`config.mk`:
```
export PLATFORM = sky130hd
export DESIGN_NAME = onewire_rom_search_engine
export DESIGN_NICKNAME = d
export VERILOG_FILES = /design/src/osrch_pkg.sv /design/src/osrch_core.sv /design/src/onewire_rom_search_engine.sv
export SDC_FILE = /design/constraint.sdc
export NUM_CORES = 1
export LEC_CHECK = 0
export ABC_AREA = 1
export BUFFER_PORTS_ARGS = -buffer_cell sky130_fd_sc_hd__clkbuf_2
export CORE_ASPECT_RATIO = 0.7
export CORE_MARGIN = 4
export CORE_UTILIZATION = 50
export CTS_BUF_LIST = sky130_fd_sc_hd__clkbuf_8
export CTS_CLUSTER_DIAMETER = 50
export CTS_CLUSTER_SIZE = 40
export DETAILED_ROUTE_END_ITERATION = 6
export PLACE_DENSITY = 0.69
export SETUP_SLACK_MARGIN = 0.05
export SYNTH_ARGS = -nofsm -noshare
export SYNTH_HDL_FRONTEND = slang
export SYNTH_SLANG_ARGS = --single-unit
```
`constraint.sdc`:
```
create_clock -name clk -period 4.83 [get_ports clk]
set_input_delay 0.2415 -clock clk [delete_from_list [all_inputs] [get_ports clk]]
set_output_delay 0.2415 -clock clk [all_outputs]
set_load 0.03 [all_outputs]
```
`src/osrch_pkg.sv`:
```
`timescale 1ns / 1ps
`default_nettype none
// ----------------------------------------------------------------------------
// osrch_pkg
// Shared types and constants of the 1-Wire ROM search decision core.
// ----------------------------------------------------------------------------
package osrch_pkg;

	// Bus event codes carried in the command field.
	localparam logic [1:0] CMD_BEGIN = 2'd0;
	localparam logic [1:0] CMD_RESET = 2'd1;
	localparam logic [1:0] CMD_PAIR  = 2'd2;

	// Configuration register indexes.
	localparam logic [7:0] REG_SEARCH_CODE = 8'd0;
	localparam logic [7:0] REG_MAX_IDS     = 8'd1;

	// Reset values of the configuration registers.
	localparam logic [7:0] SEARCH_CODE_RESET = 8'hF0;
	localparam logic [7:0] MAX_IDS_RESET     = 8'd8;

	// Reflected Dallas CRC-8 polynomial.
	localparam logic [7:0] CRC_POLY = 8'h8C;

	typedef enum logic [2:0] {
		ST_CONTINUE   = 3'd0,
		ST_ID_READY   = 3'd1,
		ST_NO_DEVICES = 3'd2,
		ST_BUS_ERROR  = 3'd3,
		ST_CRC_ERROR  = 3'd4,
		ST_OUT_OF_SEQ = 3'd5
	} osrch_status_t;

	typedef enum logic [1:0] {
		PH_IDLE       = 2'd0,
		PH_AWAIT_RESET = 2'd1,
		PH_BITS       = 2'd2
	} osrch_phase_t;

	typedef struct packed {
		logic [1:0] command;
		logic       presence;
		logic       id_bit;
		logic       complement_bit;
	} osrch_item_t;

	typedef struct packed {
		logic [7:0]    tx_byte;
		logic          write_bit;
		osrch_status_t status;
		logic [63:0]   rom_id;
		logic          enumeration_done;
	} osrch_result_t;

	typedef struct packed {
		logic [7:0] search_code;
		logic [7:0] max_ids;
	} osrch_cfg_t;

	// One step of the reflected CRC-8 for a single data bit.
	function automatic logic [7:0] crc8_step(input logic [7:0] crc, input logic din);
		logic [7:0] shifted;
		shifted = {1'b0, crc[7:1]};
		return (crc[0] ^ din) ? (shifted ^ CRC_POLY) : shifted;
	endfunction

endpackage
`default_nettype wire

```
`src/osrch_core.sv`:
```
`timescale 1ns / 1ps
`default_nettype none
// ----------------------------------------------------------------------------
// osrch_core
// Search state and the combinational decision for one bus event: phase
// control, fork rule, ROM id assembly, running CRC-8 and id counting.
// ----------------------------------------------------------------------------
module osrch_core #(
	parameter int ROM_BITS = 64
) (
	input  wire                     clk,
	input  wire                     arst_n,
	input  wire                     fire,
	input  osrch_pkg::osrch_item_t  item,
	input  osrch_pkg::osrch_cfg_t   cfg,
	output osrch_pkg::osrch_result_t result
);
	import osrch_pkg::*;

	localparam int PW = $clog2(ROM_BITS);
	localparam logic [PW:0]   FORK_NONE = (PW + 1)'(ROM_BITS);
	localparam logic [PW-1:0] LAST_POS  = PW'(ROM_BITS - 1);

	osrch_phase_t        phase_q, phase_nxt;
	logic [ROM_BITS-1:0] rom_shift_q, rom_shift_nxt;
	logic [PW-1:0]       bit_pos_q, bit_pos_nxt;
	logic [PW:0]         prev_fork_q, prev_fork_nxt;
	logic [PW:0]         pass_fork_q, pass_fork_nxt;
	logic [7:0]          crc_q, crc_nxt;
	logic [7:0]          ids_q, ids_nxt;
	logic                first_pass_q, first_pass_nxt;

	// Direction decision for the current bit position.
	logic                pair_fork;
	logic                dir;
	logic [ROM_BITS-1:0] rom_written;
	logic [7:0]          crc_stepped;
	logic [7:0]          ids_inc;
	logic [PW:0]         pass_fork_upd;
	logic                last_bit;

	assign pair_fork = !item.id_bit && !item.complement_bit;

	always_comb begin
		if (item.id_bit != item.complement_bit) begin
			dir = item.id_bit;
		end else if ({1'b0, bit_pos_q} < prev_fork_q) begin
			dir = rom_shift_q[bit_pos_q];
		end else begin
			dir = ({1'b0, bit_pos_q} == prev_fork_q);
		end
	end

	assign rom_written   = (rom_shift_q & ~(ROM_BITS'(1) << bit_pos_q))
	                     | (ROM_BITS'(dir) << bit_pos_q);
	assign crc_stepped   = crc8_step(crc_q, dir);
	assign ids_inc       = (ids_q == 8'hFF) ? ids_q : ids_q + 8'd1;
	assign pass_fork_upd = (pair_fork && !dir) ? {1'b0, bit_pos_q} : pass_fork_q;
	assign last_bit      = (bit_pos_q == LAST_POS);

	// Next state and result for the event at the head of the input register.
	always_comb begin
		phase_nxt      = phase_q;
		rom_shift_nxt  = rom_shift_q;
		bit_pos_nxt    = bit_pos_q;
		prev_fork_nxt  = prev_fork_q;
		pass_fork_nxt  = pass_fork_q;
		crc_nxt        = crc_q;
		ids_nxt        = ids_q;
		first_pass_nxt = first_pass_q;
		result         = '0;
		result.status  = ST_CONTINUE;

		unique case (item.command)
			CMD_BEGIN: begin
				rom_shift_nxt  = '0;
				bit_pos_nxt    = '0;
				prev_fork_nxt  = FORK_NONE;
				pass_fork_nxt  = FORK_NONE;
				crc_nxt        = '0;
				ids_nxt        = '0;
				first_pass_nxt = 1'b1;
				phase_nxt      = PH_AWAIT_RESET;
			end
			CMD_RESET: begin
				if (phase_q != PH_AWAIT_RESET) begin
					result.status = ST_OUT_OF_SEQ;
				end else if (item.presence) begin
					result.tx_byte = cfg.search_code;
					bit_pos_nxt    = '0;
					pass_fork_nxt  = FORK_NONE;
					crc_nxt        = '0;
					phase_nxt      = PH_BITS;
				end else begin
					result.status = first_pass_q ? ST_NO_DEVICES : ST_BUS_ERROR;
					phase_nxt     = PH_IDLE;
				end
			end
			CMD_PAIR: begin
				if (phase_q != PH_BITS) begin
					result.status = ST_OUT_OF_SEQ;
				end else if (item.id_bit && item.complement_bit) begin
					// Nobody answered the slot pair.
					result.status = (bit_pos_q == '0 && first_pass_q) ?
					                ST_NO_DEVICES : ST_BUS_ERROR;
					phase_nxt     = PH_IDLE;
				end else begin
					rom_shift_nxt    = rom_written;
					crc_nxt          = crc_stepped;
					pass_fork_nxt    = pass_fork_upd;
					result.write_bit = dir;
					if (!last_bit) begin
						bit_pos_nxt = bit_pos_q + PW'(1);
					end else begin
						bit_pos_nxt = '0;
						if (crc_stepped != 8'h00) begin
							result.status = ST_CRC_ERROR;
							phase_nxt     = PH_IDLE;
						end else begin
							result.status  = ST_ID_READY;
							result.rom_id  = 64'(rom_written);
							ids_nxt        = ids_inc;
							first_pass_nxt = 1'b0;
							if (pass_fork_upd == FORK_NONE || ids_inc >= cfg.max_ids) begin
								result.enumeration_done = 1'b1;
								phase_nxt               = PH_IDLE;
							end else begin
								prev_fork_nxt = pass_fork_upd;
								phase_nxt     = PH_AWAIT_RESET;
							end
						end
					end
				end
			end
			default: begin
				result.status = ST_OUT_OF_SEQ;
			end
		endcase
	end

	// State registers, updated as each event leaves the input register.
	always_ff @(posedge clk or negedge arst_n) begin
		if (!arst_n) begin
			phase_q      <= PH_IDLE;
			rom_shift_q  <= '0;
			bit_pos_q    <= '0;
			prev_fork_q  <= FORK_NONE;
			pass_fork_q  <= FORK_NONE;
			crc_q        <= '0;
			ids_q        <= '0;
			first_pass_q <= 1'b1;
		end else if (fire) begin
			phase_q      <= phase_nxt;
			rom_shift_q  <= rom_shift_nxt;
			bit_pos_q    <= bit_pos_nxt;
			prev_fork_q  <= prev_fork_nxt;
			pass_fork_q  <= pass_fork_nxt;
			crc_q        <= crc_nxt;
			ids_q        <= ids_nxt;
			first_pass_q <= first_pass_nxt;
		end
	end

	// An out-of-sequence event leaves the search state untouched.
	assert property (@(posedge clk) disable iff (!arst_n)
		fire && result.status == ST_OUT_OF_SEQ |=>
			$stable(phase_q) && $stable(rom_shift_q) && $stable(ids_q))
		else $error("out-of-sequence event changed the search state");

	// Every terminal error outcome (no devices, bus or CRC error) and the end of enumeration return the block to idle.
	assert property (@(posedge clk) disable iff (!arst_n)
		fire && (result.status == ST_NO_DEVICES || result.status == ST_BUS_ERROR ||
		         result.status == ST_CRC_ERROR || result.enumeration_done) |=>
			phase_q == PH_IDLE)
		else $error("search did not return to idle after a terminal outcome");

	// A completed id always comes back to position zero.
	assert property (@(posedge clk) disable iff (!arst_n)
		fire && result.status == ST_ID_READY |=> bit_pos_q == '0 && !first_pass_q)
		else $error("bit position not rewound after a reported id");

endmodule
`default_nettype wire

```
`src/onewire_rom_search_engine.sv`:
```
`timescale 1ns / 1ps
`default_nettype none
// ----------------------------------------------------------------------------
// onewire_rom_search_engine
// Decision core of a 1-Wire ROM enumeration: one result per bus event.
// ----------------------------------------------------------------------------
// Each transferred bus event (begin, reset outcome or id/complement bit pair)
// yields exactly one result carrying the byte or direction bit to put on the
// bus and a status code. Events are taken at one per clock cycle unless the
// output stalls: an event is held in the input register until the output
// register is free or being emptied, while the decision logic of the search
// core works out its result and the new search state, and the result is then
// held in the output register until it is transferred. The output register
// lets a new event enter while an earlier result still waits; only a held
// result with the input register also full stops further transfers.
// Configuration writes are always accepted and take effect at the next edge.
module onewire_rom_search_engine #(
	parameter int ROM_BITS = 64
) (
	input  wire                      clk,
	input  wire                      arst_n,
	input  wire                      item_valid,
	output logic                     item_ready,
	input  osrch_pkg::osrch_item_t   item,
	output logic                     result_valid,
	input  wire                      result_ready,
	output osrch_pkg::osrch_result_t result,
	input  wire                      cfg_valid,
	output logic                     cfg_ready,
	input  wire  [7:0]               cfg_index,
	input  wire  [7:0]               cfg_data
);
	import osrch_pkg::*;

	osrch_cfg_t    cfg_q;
	osrch_item_t   item_s1;
	logic          valid_s1;
	osrch_result_t result_s2;
	logic          valid_s2;
	osrch_result_t decided;
	logic          advance;

	// An event moves on when the output register is free or being emptied.
	assign advance    = valid_s1 && (!valid_s2 || result_ready);
	assign item_ready = !valid_s1 || advance;
	assign cfg_ready  = 1'b1;

	// Configuration registers.
	always_ff @(posedge clk or negedge arst_n) begin
		if (!arst_n) begin
			cfg_q.search_code <= SEARCH_CODE_RESET;
			cfg_q.max_ids     <= MAX_IDS_RESET;
		end else if (cfg_valid) begin
			if (cfg_index == REG_SEARCH_CODE) begin
				cfg_q.search_code <= cfg_data;
			end
			if (cfg_index == REG_MAX_IDS) begin
				cfg_q.max_ids <= cfg_data;
			end
		end
	end

	// Input register.
	always_ff @(posedge clk or negedge arst_n) begin
		if (!arst_n) begin
			valid_s1 <= 1'b0;
		end else if (item_ready) begin
			valid_s1 <= item_valid;
		end
	end

	always_ff @(posedge clk) begin
		if (item_valid && item_ready) begin
			item_s1 <= item;
		end
	end

	osrch_core #(
		.ROM_BITS (ROM_BITS)
	) u_core (
		.clk    (clk),
		.arst_n (arst_n),
		.fire   (advance),
		.item   (item_s1),
		.cfg    (cfg_q),
		.result (decided)
	);

	// Output register.
	always_ff @(posedge clk or negedge arst_n) begin
		if (!arst_n) begin
			valid_s2 <= 1'b0;
		end else if (advance) begin
			valid_s2 <= 1'b1;
		end else if (result_ready) begin
			valid_s2 <= 1'b0;
		end
	end

	always_ff @(posedge clk) begin
		if (advance) begin
			result_s2 <= decided;
		end
	end

	assign result_valid = valid_s2;
	assign result       = result_s2;

	// An accepted event always occupies the input register next cycle.
	assert property (@(posedge clk) disable iff (!arst_n)
		item_valid && item_ready |=> valid_s1)
		else $error("accepted event lost from the input register");

	// Each event that leaves the input register shows up as a result.
	assert property (@(posedge clk) disable iff (!arst_n)
		advance |=> result_valid)
		else $error("decided event produced no result");

	// A held result with a full input register blocks new transfers.
	assert property (@(posedge clk) disable iff (!arst_n)
		valid_s1 && valid_s2 && !result_ready |-> !item_ready)
		else $error("input accepted while both registers are full");

endmodule
`default_nettype wire
```
==> results of run 1 <==
==> where the power goes <==
part | leakage, nW | internal [W] | total (W) | switching, W
combinational | 2.63 | 0.000389 | 0.00139 | 0.00101
clock | 0.224 | 0.000494 | 0.00121 | 0.000716
sequential | 2.46 | 0.00196 | 0.00206 | 0.0000966
==> through the flow <==
stage / hold slack, ns / setup slack (ns) / utilization, % / power (W)
floorplan: -0.05409 / 1.216 / - / 0.003120
global placement: 0.2564 / 1.327 / 54.08 / 0.003440
detailed placement: 0.2590 / 1.110 / 54.08 / 0.003455
CTS: 0.1894 / 1.060 / 57.02 / 0.004673
global route: 0.2357 / 0.5759 / 57.02 / 0.004919
finish: 0.2009 / 1.041 / 57.02 / 0.004662
==> cell type report <==
type | count | area share [%]
clock buffers | 19 | 2.204
clock inverters | 13 | 1.603
inverters | 195 | 6.243
multi-input cells | 770 | 33.92
flip-flops and latches | 203 | 46.37
well taps | 276 | 2.910
repair buffers | 134 | 6.749
==> layout by cell type (no fill, tap or decap), drive strengths merged <==
cell type	netlist	layout
nor2	108	108
dfrtp	113	113
a22oi	3	3
a211oi	1	1
a31oi	10	10
o2111ai	1	1
nand3	71	71
clkbuf	44	122
nor3b	1	1
o22ai	74	74
nand2	203	203
inv	195	202
conb	1	1
ha	27	27
or2	33	33
clkinv	0	4
o21ai	73	73
xor2	4	4
dlygate4sd3	0	16
nor3	31	31
a21boi	11	11
o211ai	4	4
clkinvlp	0	1
buf	25	15
bufinv	0	1
or4	1	1
o31ai	2	2
o21a	17	17
nand3b	1	1
dfstp	8	8
a21oi	72	72
nand4	21	21
edfxtp	82	82
==> final timing paths <==
path	endpoint	slack, ns	start
setup / recovery	u_core.prev_fork_q[3]$_DFFE_PN0P_	1.04	u_core.ids_q[0]$_DFFE_PN0P_
hold / removal	u_core.rom_shift_q[63]$_DFFE_PN0P_	0.20	arst_n
setup reg to reg	u_core.prev_fork_q[3]$_DFFE_PN0P_	1.04	u_core.ids_q[0]$_DFFE_PN0P_
hold reg to reg	u_core.first_pass_q$_DFFE_PN1P_	0.48	u_core.first_pass_q$_DFFE_PN1P_
max in group asynchronous	u_core.bit_pos_q[5]$_DFFE_PN0P_	3.55	arst_n
min in group clk	cfg_q[14]$_DFFE_PN1P_	0.26	cfg_index[0]
==> flip-flops by register name, indices dropped and copies added (netlist names) <==
register,count
u_core.crc_q,8
u_core.phase_q,2
u_core.first_pass_q,1
valid_s1,1
result,77
cfg_q,16
u_core.rom_shift_q,64
u_core.pass_fork_q,7
result_valid,1
u_core.ids_q,8
u_core.prev_fork_q,7
u_core.bit_pos_q,6
item_s1,5
==> cell families after synthesis <==
group,Yosys count
AND/OR/NAND/NOR,470
adder cells (fa/ha/maj),27
flip-flops,203
buffers and inverters,264
XOR/XNOR,4
AO/OA/AOI/OAI,268
other,1
==> metal layers <==
layer,up-vias,wire length [um],part of all wire [%]
met4,0,403,1.5
met5,-,0,0
met2,419,10450,38
met1,4178,13890,51
li1,4283,-,-
met3,30,2730,9.9
==> impl_metrics.json, run 1 <==
{
  "status": "complete, no violations",
  "fin_crit_sh_pct": 78.44,
  "crit_path_end_kind": "register",
  "yosysTopAreaCell": "dfrtp_1",
  "synth_adder_area_share_pct": 3.178,
  "layout-drive-gt1-share_pct": 14.09,
  "crit_path_max_incr_delay_ns": 0.41,
  "rows": 44,
  "critPathTopFamily": "compound AO/OA/AOI/OAI gates",
  "seq_area_frac_synth_pct": 51.74,
  "fin_nets": 1375,
  "antenna_found_initial": 0,
  "crit_type": "register to register",
  "synth_top_area_share_pct": 26.60,
  "yosys_register_bits": 203,
  "cts.repair.resized": 0,
  "synth.most_common_cell": "nand2_1",
  "area_growth_pct": 11.60,
  "multi_input_area_mm2": 0.004025,
  "grtUsageMet1_pct": 38.27,
  "htree_num_levels": 1,
  "ir_worst_vdd_uv": 226.4,
  "drc": 0,
  "design_area_mm2": 0.01187,
  "top_level_ports": 106,
  "path_depth": 20,
  "synth_top_family_by_area": "simple AND/OR/NAND/NOR gates",
  "cts.sinks": 203,
  "synthTopCellsByCount": "199 x nand2_1, 190 x inv_1, 113 x dfrtp_1",
  "tightest_slew_ns": 0.9401,
  "start_util_pct": 51.09,
  "wl_mm": 27.47,
  "skew_ns": 0.04877,
  "wl_per_cell_um": 17.06,
  "met2_usage_pct": 30.02,
  "cellLeakagePower_nw": 5.318,
  "crit_chain": "ha_1 -> nand2_1 -> nor3_1 -> nand2_1 -> nor2_1 -> inv_1 -> o21ai_0 -> ha_1 -> a21boi_0 -> o21a_1 -> o21a_1 -> o21ai_0 -> a21boi_0 -> o21ai_0 -> nand2_1 -> a21oi_1 -> nand3_2 -> nand2_2 -> nand2_1 -> nand2_1",
  "hold_class": "input pin to asynchronous set/reset pin",
  "synth_top_flop_cell": "dfrtp_1",
  "rr_worst_depth": 20,
  "die_y_um": 130,
  "cp_common_cell": "nand2_1",
  "vias": 8910,
  "drt-pass1-iter-count": 7,
  "cts_tree": "built",
  "cp_max_fo": 8,
  "dieArea_mm2": 0.02370,
  "antenna-diode-count": 0,
  "start_kind": "register",
  "max_cap_viol_count": 0,
  "fmax_mhz": 263.9,
  "io_buffers": 104,
  "cts.path.max_buffers": 3,
  "synthArstFlopShare_pct": 59.61,
  "yosysUniqueCellTypes": 41,
  "regArea_mm2": 0.005502,
  "fill_cells": 1895,
  "via_per_inst": 5.534,
  "grt_pass1_wl_mm": 43.83,
  "die_w_um": 182.3,
  "core_mm2": 0.02081,
  "p_per_area_mw_per_mm2": 392.9,
  "slew_headroom_pct": 37.33,
  "syn-num-nets": 1290,
  "finalMaxSlewViolations": 0,
  "setup_violations": 0,
  "synth_compound_area_share_pct": 14.53,
  "syn-mean-instance-area_um2": 8.595,
  "synth_edf_count": 82,
  "synthMuxAreaShare_pct": 0,
  "cts_hold_buf": 16,
  "clkLatencyLatePin_ns": 0.55,
  "final_cells": 1610,
  "drtAntennaViolNets": 0,
  "grt_pass1_vias": 8026,
  "tns_ns": 0,
  "period_needed_ns": 3.789,
  "clk_pin_slew_ns": 0.14,
  "grtUsageTotal_pct": 22.81,
  "ys_warn_count": 0,
  "worstPathBufferInverterCount": 1,
  "gp_congestion": 0.9388,
  "grt_overflow": 0,
  "syn_area_mm2": 0.01063,
  "yosys.area_share.simple_pct": 19.71,
  "hold_viol": 0,
  "ctsRootBufferMaster": "clkbuf_8",
  "grt_busiest_layer": "met1",
  "synth_area_leaders": "dfrtp_1 27%, edfxtp_1 23%, nand2_1 7.0%",
  "slowest_stage": "dfrtp_1",
  "rsz0062_at_grt": "false",
  "place_inst": 1562,
  "placed_area_mm2": 0.01125,
  "arrival_ns": 4.27,
  "worstPathRequired_ns": 5.31,
  "grt_start_max_net_pins": 73,
  "grt_use_met3_pct": 4.681,
  "numCtsBuffers": 18,
  "synthXorXnorAreaFrac_pct": 0.3295,
  "dp_hpwl_mm": 18.96,
  "drtIter0Drc": 1085,
  "syn_inst": 1237,
  "cts_setup_buffers": 0
}
(Power assumes the default switching activity.)
==> run 2: changes to the inputs <==
clock period = 3.5 ns   (was 4.83 ns; I/O delays follow)
==> run 2 against run 1 <==
Net effect: non-clock buffer count grew 12; sequential power grew 38%; final area grew 1.6%; global-route usage grew 0.55 points; largest cell class unchanged; clock power grew 40%; clock-buffer cell count shrank 2; routed wire length grew 0.74%; largest power group unchanged; die area is the same.
==> impl_metrics.json, run 2 (synthesized netlist as in run 1, its figures left out) <==
{
  "place_inst": 1569,
  "clk_pin_slew_ns": 0.13,
  "grt_pass1_wl_mm": 44.88,
  "grt_start_max_net_pins": 71,
  "crit_path_max_incr_delay_ns": 0.38,
  "skew_ns": 0.03395,
  "gp_congestion": 0.8955,
  "ctsRootBufferMaster": "clkbuf_8",
  "drtAntennaViolNets": 0,
  "drc": 0,
  "core_mm2": 0.02081,
  "antenna_found_initial": 0,
  "fin_nets": 1386,
  "htree_num_levels": 1,
  "final_cell_mix": "196 x nand2_1, 188 x inv_1, 110 x dfrtp_1",
  "largest_register_ffs": 77,
  "setup_violations": 0,
  "cp_common_cell": "nand2_1",
  "final_common_cell": "nand2_1",
  "tightest_slew_ns": 0.7585,
  "met1_length_mm": 13.44,
  "via_per_inst": 5.553,
  "antenna-diode-count": 0,
  "area_growth_pct": 13.36,
  "status": "complete, no violations",
  "slowest_stage": "dfrtp_1",
  "p_per_area_mw_per_mm2": 542.4,
  "cts.sinks": 203,
  "final_cells": 1620,
  "crit_chain": "ha_2 -> nand2_2 -> nor3_4 -> nand2_2 -> nor2_4 -> inv_1 -> nand2_1 -> o21ai_2 -> ha_1 -> a21boi_0 -> o21a_1 -> o21a_1 -> o21ai_0 -> a21boi_0 -> o21ai_0 -> nand2_1 -> a21oi_4 -> nand3_4 -> nand2_4 -> nand2_1 -> nand2_1",
  "drt-pass1-iter-count": 5,
  "die_w_um": 182.3,
  "finalMaxSlewViolations": 0,
  "ir_worst_vdd_uv": 288.8,
  "hold_viol": 0,
  "grt_pass1_vias": 8262,
  "dieArea_mm2": 0.02370,
  "cts_tree": "built",
  "wl_mm": 27.67,
  "drtIter0Drc": 1144,
  "highest_layer": "met4",
  "arrival_ns": 3.74,
  "rr_worst_depth": 21,
  "rsz0062_at_grt": "false",
  "grt_overflow": 0,
  "finalPower_w": 0.006537,
  "crit_path_end_kind": "register",
  "fin_crit_sh_pct": 92.73,
  "rows": 44,
  "start_util_pct": 51.09,
  "grtUsageTotal_pct": 23.36,
  "fmax_mhz": 308.1,
  "dp_hpwl_mm": 18.85,
  "hold_class": "input pin to asynchronous set/reset pin",
  "cts.path.max_buffers": 3,
  "met2RoutedLength_mm": 11.16,
  "numCtsBuffers": 17,
  "die_y_um": 130,
  "period_needed_ns": 3.246,
  "cellLeakagePower_nw": 5.391,
  "slew_headroom_pct": 49.43,
  "io_buffers": 104,
  "wl_met3_mm": 2.723,
  "clkLatencyLatePin_ns": 0.55,
  "worstPathRequired_ns": 3.99,
  "top_level_ports": 106,
  "start_kind": "register",
  "crit_type": "register to register",
  "vias": 8996,
  "cp_max_fo": 8,
  "max_cap_viol_count": 0,
  "layout-drive-gt1-share_pct": 15.40,
  "wl_per_cell_um": 17.08
}
-- run 2: cell count changes in the layout (fill, tap and decap cells not counted), moves of 2 or more --
cell and delta:
inv_8 -2, buf_12 +2, inv_6 -2, dfrtp_1 -2
clkinvlp_4 +2, inv_12 +2, nand2_1 -2, dfrtp_2 +2
buf_4 +9, clkbuf_8 -2
-- run 2: worst paths after layout --
kind                            slack [ns]                             from                                 to
max in group asynchronous             2.43                           arst_n  u_core.pass_fork_q[6]$_DFFE_PN1P_
min in group clk                      0.21                     cfg_index[1]              cfg_q[15]$_DFFE_PN1P_
worst min-delay path                  0.20                           arst_n      u_core.phase_q[0]$_DFFE_PN0P_
worst max register to register        0.25      u_core.ids_q[0]$_DFFE_PN0P_  u_core.prev_fork_q[3]$_DFFE_PN0P_
worst min register to register        0.48  u_core.first_pass_q$_DFFE_PN1P_    u_core.first_pass_q$_DFFE_PN1P_
worst max-delay path                  0.25      u_core.ids_q[0]$_DFFE_PN0P_  u_core.prev_fork_q[3]$_DFFE_PN0P_
-- run 2: repair_timing --
item,CTS,global route
cloned,0,0
endpoints found under the setup margin,9,74
pin swaps,0,5
setup buffers,1,3
endpoints found under the hold margin,68,0
hold buffers,17,0
gates resized for setup,6,11
-- run 2: critical path: cells and delay by family, from the launching register on --
kind                       cells  cell delay (ns)
and+or+nand+nor               10             1.15
AOI/OAI and AO/OA              8             1.10
adders and majority gates      2             0.46
DFF                            1             0.38
buffers and inverters          1             0.09
-- run 2: cell type report --
type / instances / area (um2)
clock inverters: 13 / 215.2
well taps: 276 / 345.3
inverters: 195 / 748.2
fillers: 1825 / 8758
clock buffers: 17 / 234.0
repair buffers: 146 / 918.4
flip-flops and latches: 203 / 5504
multi-input cells: 770 / 4086
-- run 2: metal layers --
metal	global-route usage [%]	vias up
li1	-	4293
met3	3.845	31
met4	4.323	0
met5	0	-
met2	32.05	446
met1	38.80	4226
-- run 2: power breakdown --
group	total [W]	leakage (nW)	internal (W)	switching (W)
clock	0.00170	0.216	0.000708	0.000988
sequential	0.00284	2.46	0.00271	0.000132
combinational	0.00200	2.72	0.000597	0.00141
-- run 2: stage by stage --
stage          cell area (um2)  TNS (ns)  utilization (%)  worst slack [ns]  hold WS, ns
6_report                 12050         0            57.91            0.2544       0.2050
5_1_grt                  12050         0            57.91        0.00003997       0.2542
4_1_cts                  11990         0            57.60            0.1143       0.1935
3_5_place_dp             11330    -1.241            54.46           -0.2034       0.2756
3_3_place_gp             11330         0            54.46           0.04286       0.2761
2_1_floorplan            10640         0                -            0.3932      -0.1206
==> run 3: changes to the inputs <==
ABC_AREA = not set   (was 1)
TNS_END_PERCENT = 1   (was not set)
==> run 3 against run 2 <==
Net effect: total power fell by 19%; sequential share of layout area decreased by 0.72 points; critical path type unchanged; final area increased by 1.6%; clock power is 12% lower.
==> impl_metrics.json, run 3 <==
{
  "antenna-diode-count": 0,
  "numCtsBuffers": 19,
  "via_per_inst": 6.011,
  "largest_register_ffs": 77,
  "wl_mm": 29.50,
  "die_y_um": 129.3,
  "rr_worst_depth": 10,
  "grtUsageTotal_pct": 24.48,
  "skew_ns": 0.04948,
  "vias": 8860,
  "drtAntennaViolNets": 0,
  "layout-drive-gt1-share_pct": 22.20,
  "yosysUniqueCellTypes": 63,
  "hold_viol": 0,
  "cp_max_fo": 33,
  "placed_area_mm2": 0.01158,
  "grt_pass1_vias": 7992,
  "crit_path_end_kind": "register",
  "synth_top_area_share_pct": 26.89,
  "dieArea_mm2": 0.02346,
  "final_util_pct": 59.13,
  "p_per_area_mw_per_mm2": 430.3,
  "reg2reg_to": "result[36]$_SDFFCE_PP0P_",
  "yosysTopAreaCell": "dfrtp_1",
  "yosys_register_bits": 203,
  "fin_nets": 1239,
  "ff2ff_setup_slack_ns": 0.21,
  "cellLeakagePower_nw": 4.853,
  "cts.sinks": 203,
  "rows": 44,
  "syn-num-nets": 1101,
  "synth_area_leaders": "dfrtp_1 27%, edfxtp_1 23%, o21ai_0 7.5%",
  "start_kind": "register",
  "crit_type": "register to register",
  "ir_worst_vdd_uv": 188.6,
  "syn_inst": 1048,
  "clkLatencyLatePin_ns": 0.55,
  "tns_ns": 0,
  "synthTopCellsByCount": "158 x o21ai_0, 155 x nand2_1, 113 x dfrtp_1",
  "drt-pass1-iter-count": 6,
  "fill_cells": 1796,
  "gp_congestion": 0.9678,
  "ctsRootBufferMaster": "clkbuf_8",
  "rsz0062_at_grt": "true",
  "synthArstFlopShare_pct": 59.61,
  "hold_class": "input pin to register",
  "synth.most_common_cell": "o21ai_0",
  "cp_common_cell": "buf_12",
  "r2r-start": "u_core.bit_pos_q[0]$_DFFE_PN0P_",
  "dp_hpwl_mm": 21.03,
  "area_growth_pct": 16.37,
  "start_util_pct": 50.81,
  "grt_start_max_net_pins": 57,
  "setup_violations": 0,
  "top_level_ports": 106,
  "io_buffers": 104,
  "status": "complete, no violations",
  "design_area_mm2": 0.01224,
  "clk_pin_slew_ns": 0.13,
  "htree_num_levels": 1,
  "final_common_cell": "o21ai_0",
  "period_needed_ns": 3.293,
  "fmax_mhz": 303.6,
  "seq_area_frac_synth_pct": 52.30,
  "grt_overflow": 0,
  "slowest_stage": "mux4_2",
  "holdPathEnd": "cfg_q[11]$_DFFE_PN0P_",
  "tightest_slew_ns": 1.080,
  "worstPathRequired_ns": 3.76,
  "slew_headroom_pct": 27.72,
  "arrival_ns": 3.55,
  "synth_top_flop_cell": "dfrtp_1",
  "drc": 0,
  "final_cells": 1474,
  "wl_per_cell_um": 20.02,
  "max_cap_viol_count": 0,
  "crit_chain": "buf_12 -> mux4_2 -> mux2_2 -> o221a_1 -> a32oi_2 -> mux2_1 -> a221oi_2 -> or3_4 -> buf_12 -> a21oi_1",
  "ys_warn_count": 0,
  "grt_pass1_wl_mm": 45.80,
  "min_from": "cfg_index[0]",
  "finalMaxSlewViolations": 0,
  "finalPower_w": 0.005266,
  "syn_area_mm2": 0.01052,
  "worstHoldPathCells": 3,
  "crit_path_max_incr_delay_ns": 0.51,
  "die_w_um": 181.4,
  "core_mm2": 0.02070,
  "fin_crit_sh_pct": 94.09,
  "drtIter0Drc": 983,
  "antenna_found_initial": 0,
  "cts_tree": "built",
  "cts.path.max_buffers": 3,
  "place_inst": 1423,
  "synth_edf_count": 82,
  "final_cell_mix": "157 x o21ai_0, 153 x nand2_1, 112 x dfrtp_1",
  "syn-mean-instance-area_um2": 10.04
}
-- run 3: timing repair --
item	CTS	global route
pin swaps	0	3
hold endpoints to repair	60	0
endpoints found under the setup margin	7	75
buffers inserted	0	1
hold buffers	17	0
resized for setup	3	15
-- run 3: per-stage QoR --
stage               hold WS, ns  setup slack, ns
floorplan               -0.1206           0.2070
global placement         0.2302          0.01581
detailed placement       0.2319         -0.09562
CTS                      0.1378          0.05710
global route             0.1392          0.03998
finish                   0.1509           0.2067
-- run 3: area by class of cell --
type	count	area (um2)	area share, %
multi-input cells	743	4657	38.05
inverters	37	142.6	1.165
flip-flops and latches	203	5502	44.95
clock inverters	14	130.1	1.063
clock buffers	19	261.5	2.137
well taps	276	345.3	2.822
repair buffers	182	1201	9.814
-- run 3: logic make-up (layout without fill, tap and decap cells) --
group,after synthesis,after routing,share of synthesized area (%)
compound gates,353,353,20.77
other cells,1,1,0.03565
mux,37,37,5.651
fa+ha+maj,27,27,3.212
buf+inv,102,252,4.306
flops,203,203,52.30
xor+xnor,8,8,0.6662
simple gates,317,317,13.06
-- run 3: how the worst max path moves through the flow --
stage,start,to,slack (ns),depth (start not counted)
2_1_floorplan,u_core.ids_q[0]$_DFFE_PN0P_,u_core.prev_fork_q[6]$_DFFE_PN1P_,0.21,15
3_3_place_gp,u_core.ids_q[1]$_DFFE_PN0P_,u_core.prev_fork_q[6]$_DFFE_PN1P_,0.02,14
3_5_place_dp,u_core.ids_q[0]$_DFFE_PN0P_,u_core.prev_fork_q[6]$_DFFE_PN1P_,-0.1,14
4_1_cts,u_core.ids_q[0]$_DFFE_PN0P_,u_core.prev_fork_q[0]$_DFFE_PN0P_,0.06,14
5_1_grt,u_core.bit_pos_q[0]$_DFFE_PN0P_,u_core.ids_q[6]$_DFFE_PN0P_,0.04,10
6_report,u_core.bit_pos_q[0]$_DFFE_PN0P_,result[36]$_SDFFCE_PP0P_,0.21,10
-- run 3: power by group --
part / switching [W] / internal (W)
Combinational: 0.000708 / 0.000358
Sequential: 0.0000808 / 0.00262
Clock: 0.000929 / 0.000576
Total: 0.00172 / 0.00355
-- run 3: routing by layer --
metal	global-route usage, %	wire [um]
met5	0	0
met4	3.926	390
met3	6.987	3639
met2	32.98	11720
met1	39.64	13750
-- run 3: critical path, delay by kind of cell, from the launching register on --
kind,cells,cell delay [ns]
muxes,3,1.16
AOI/OAI and AO/OA,4,0.89
DFF,1,0.40
buffers and inverters,2,0.36
and+or+nand+nor,1,0.21
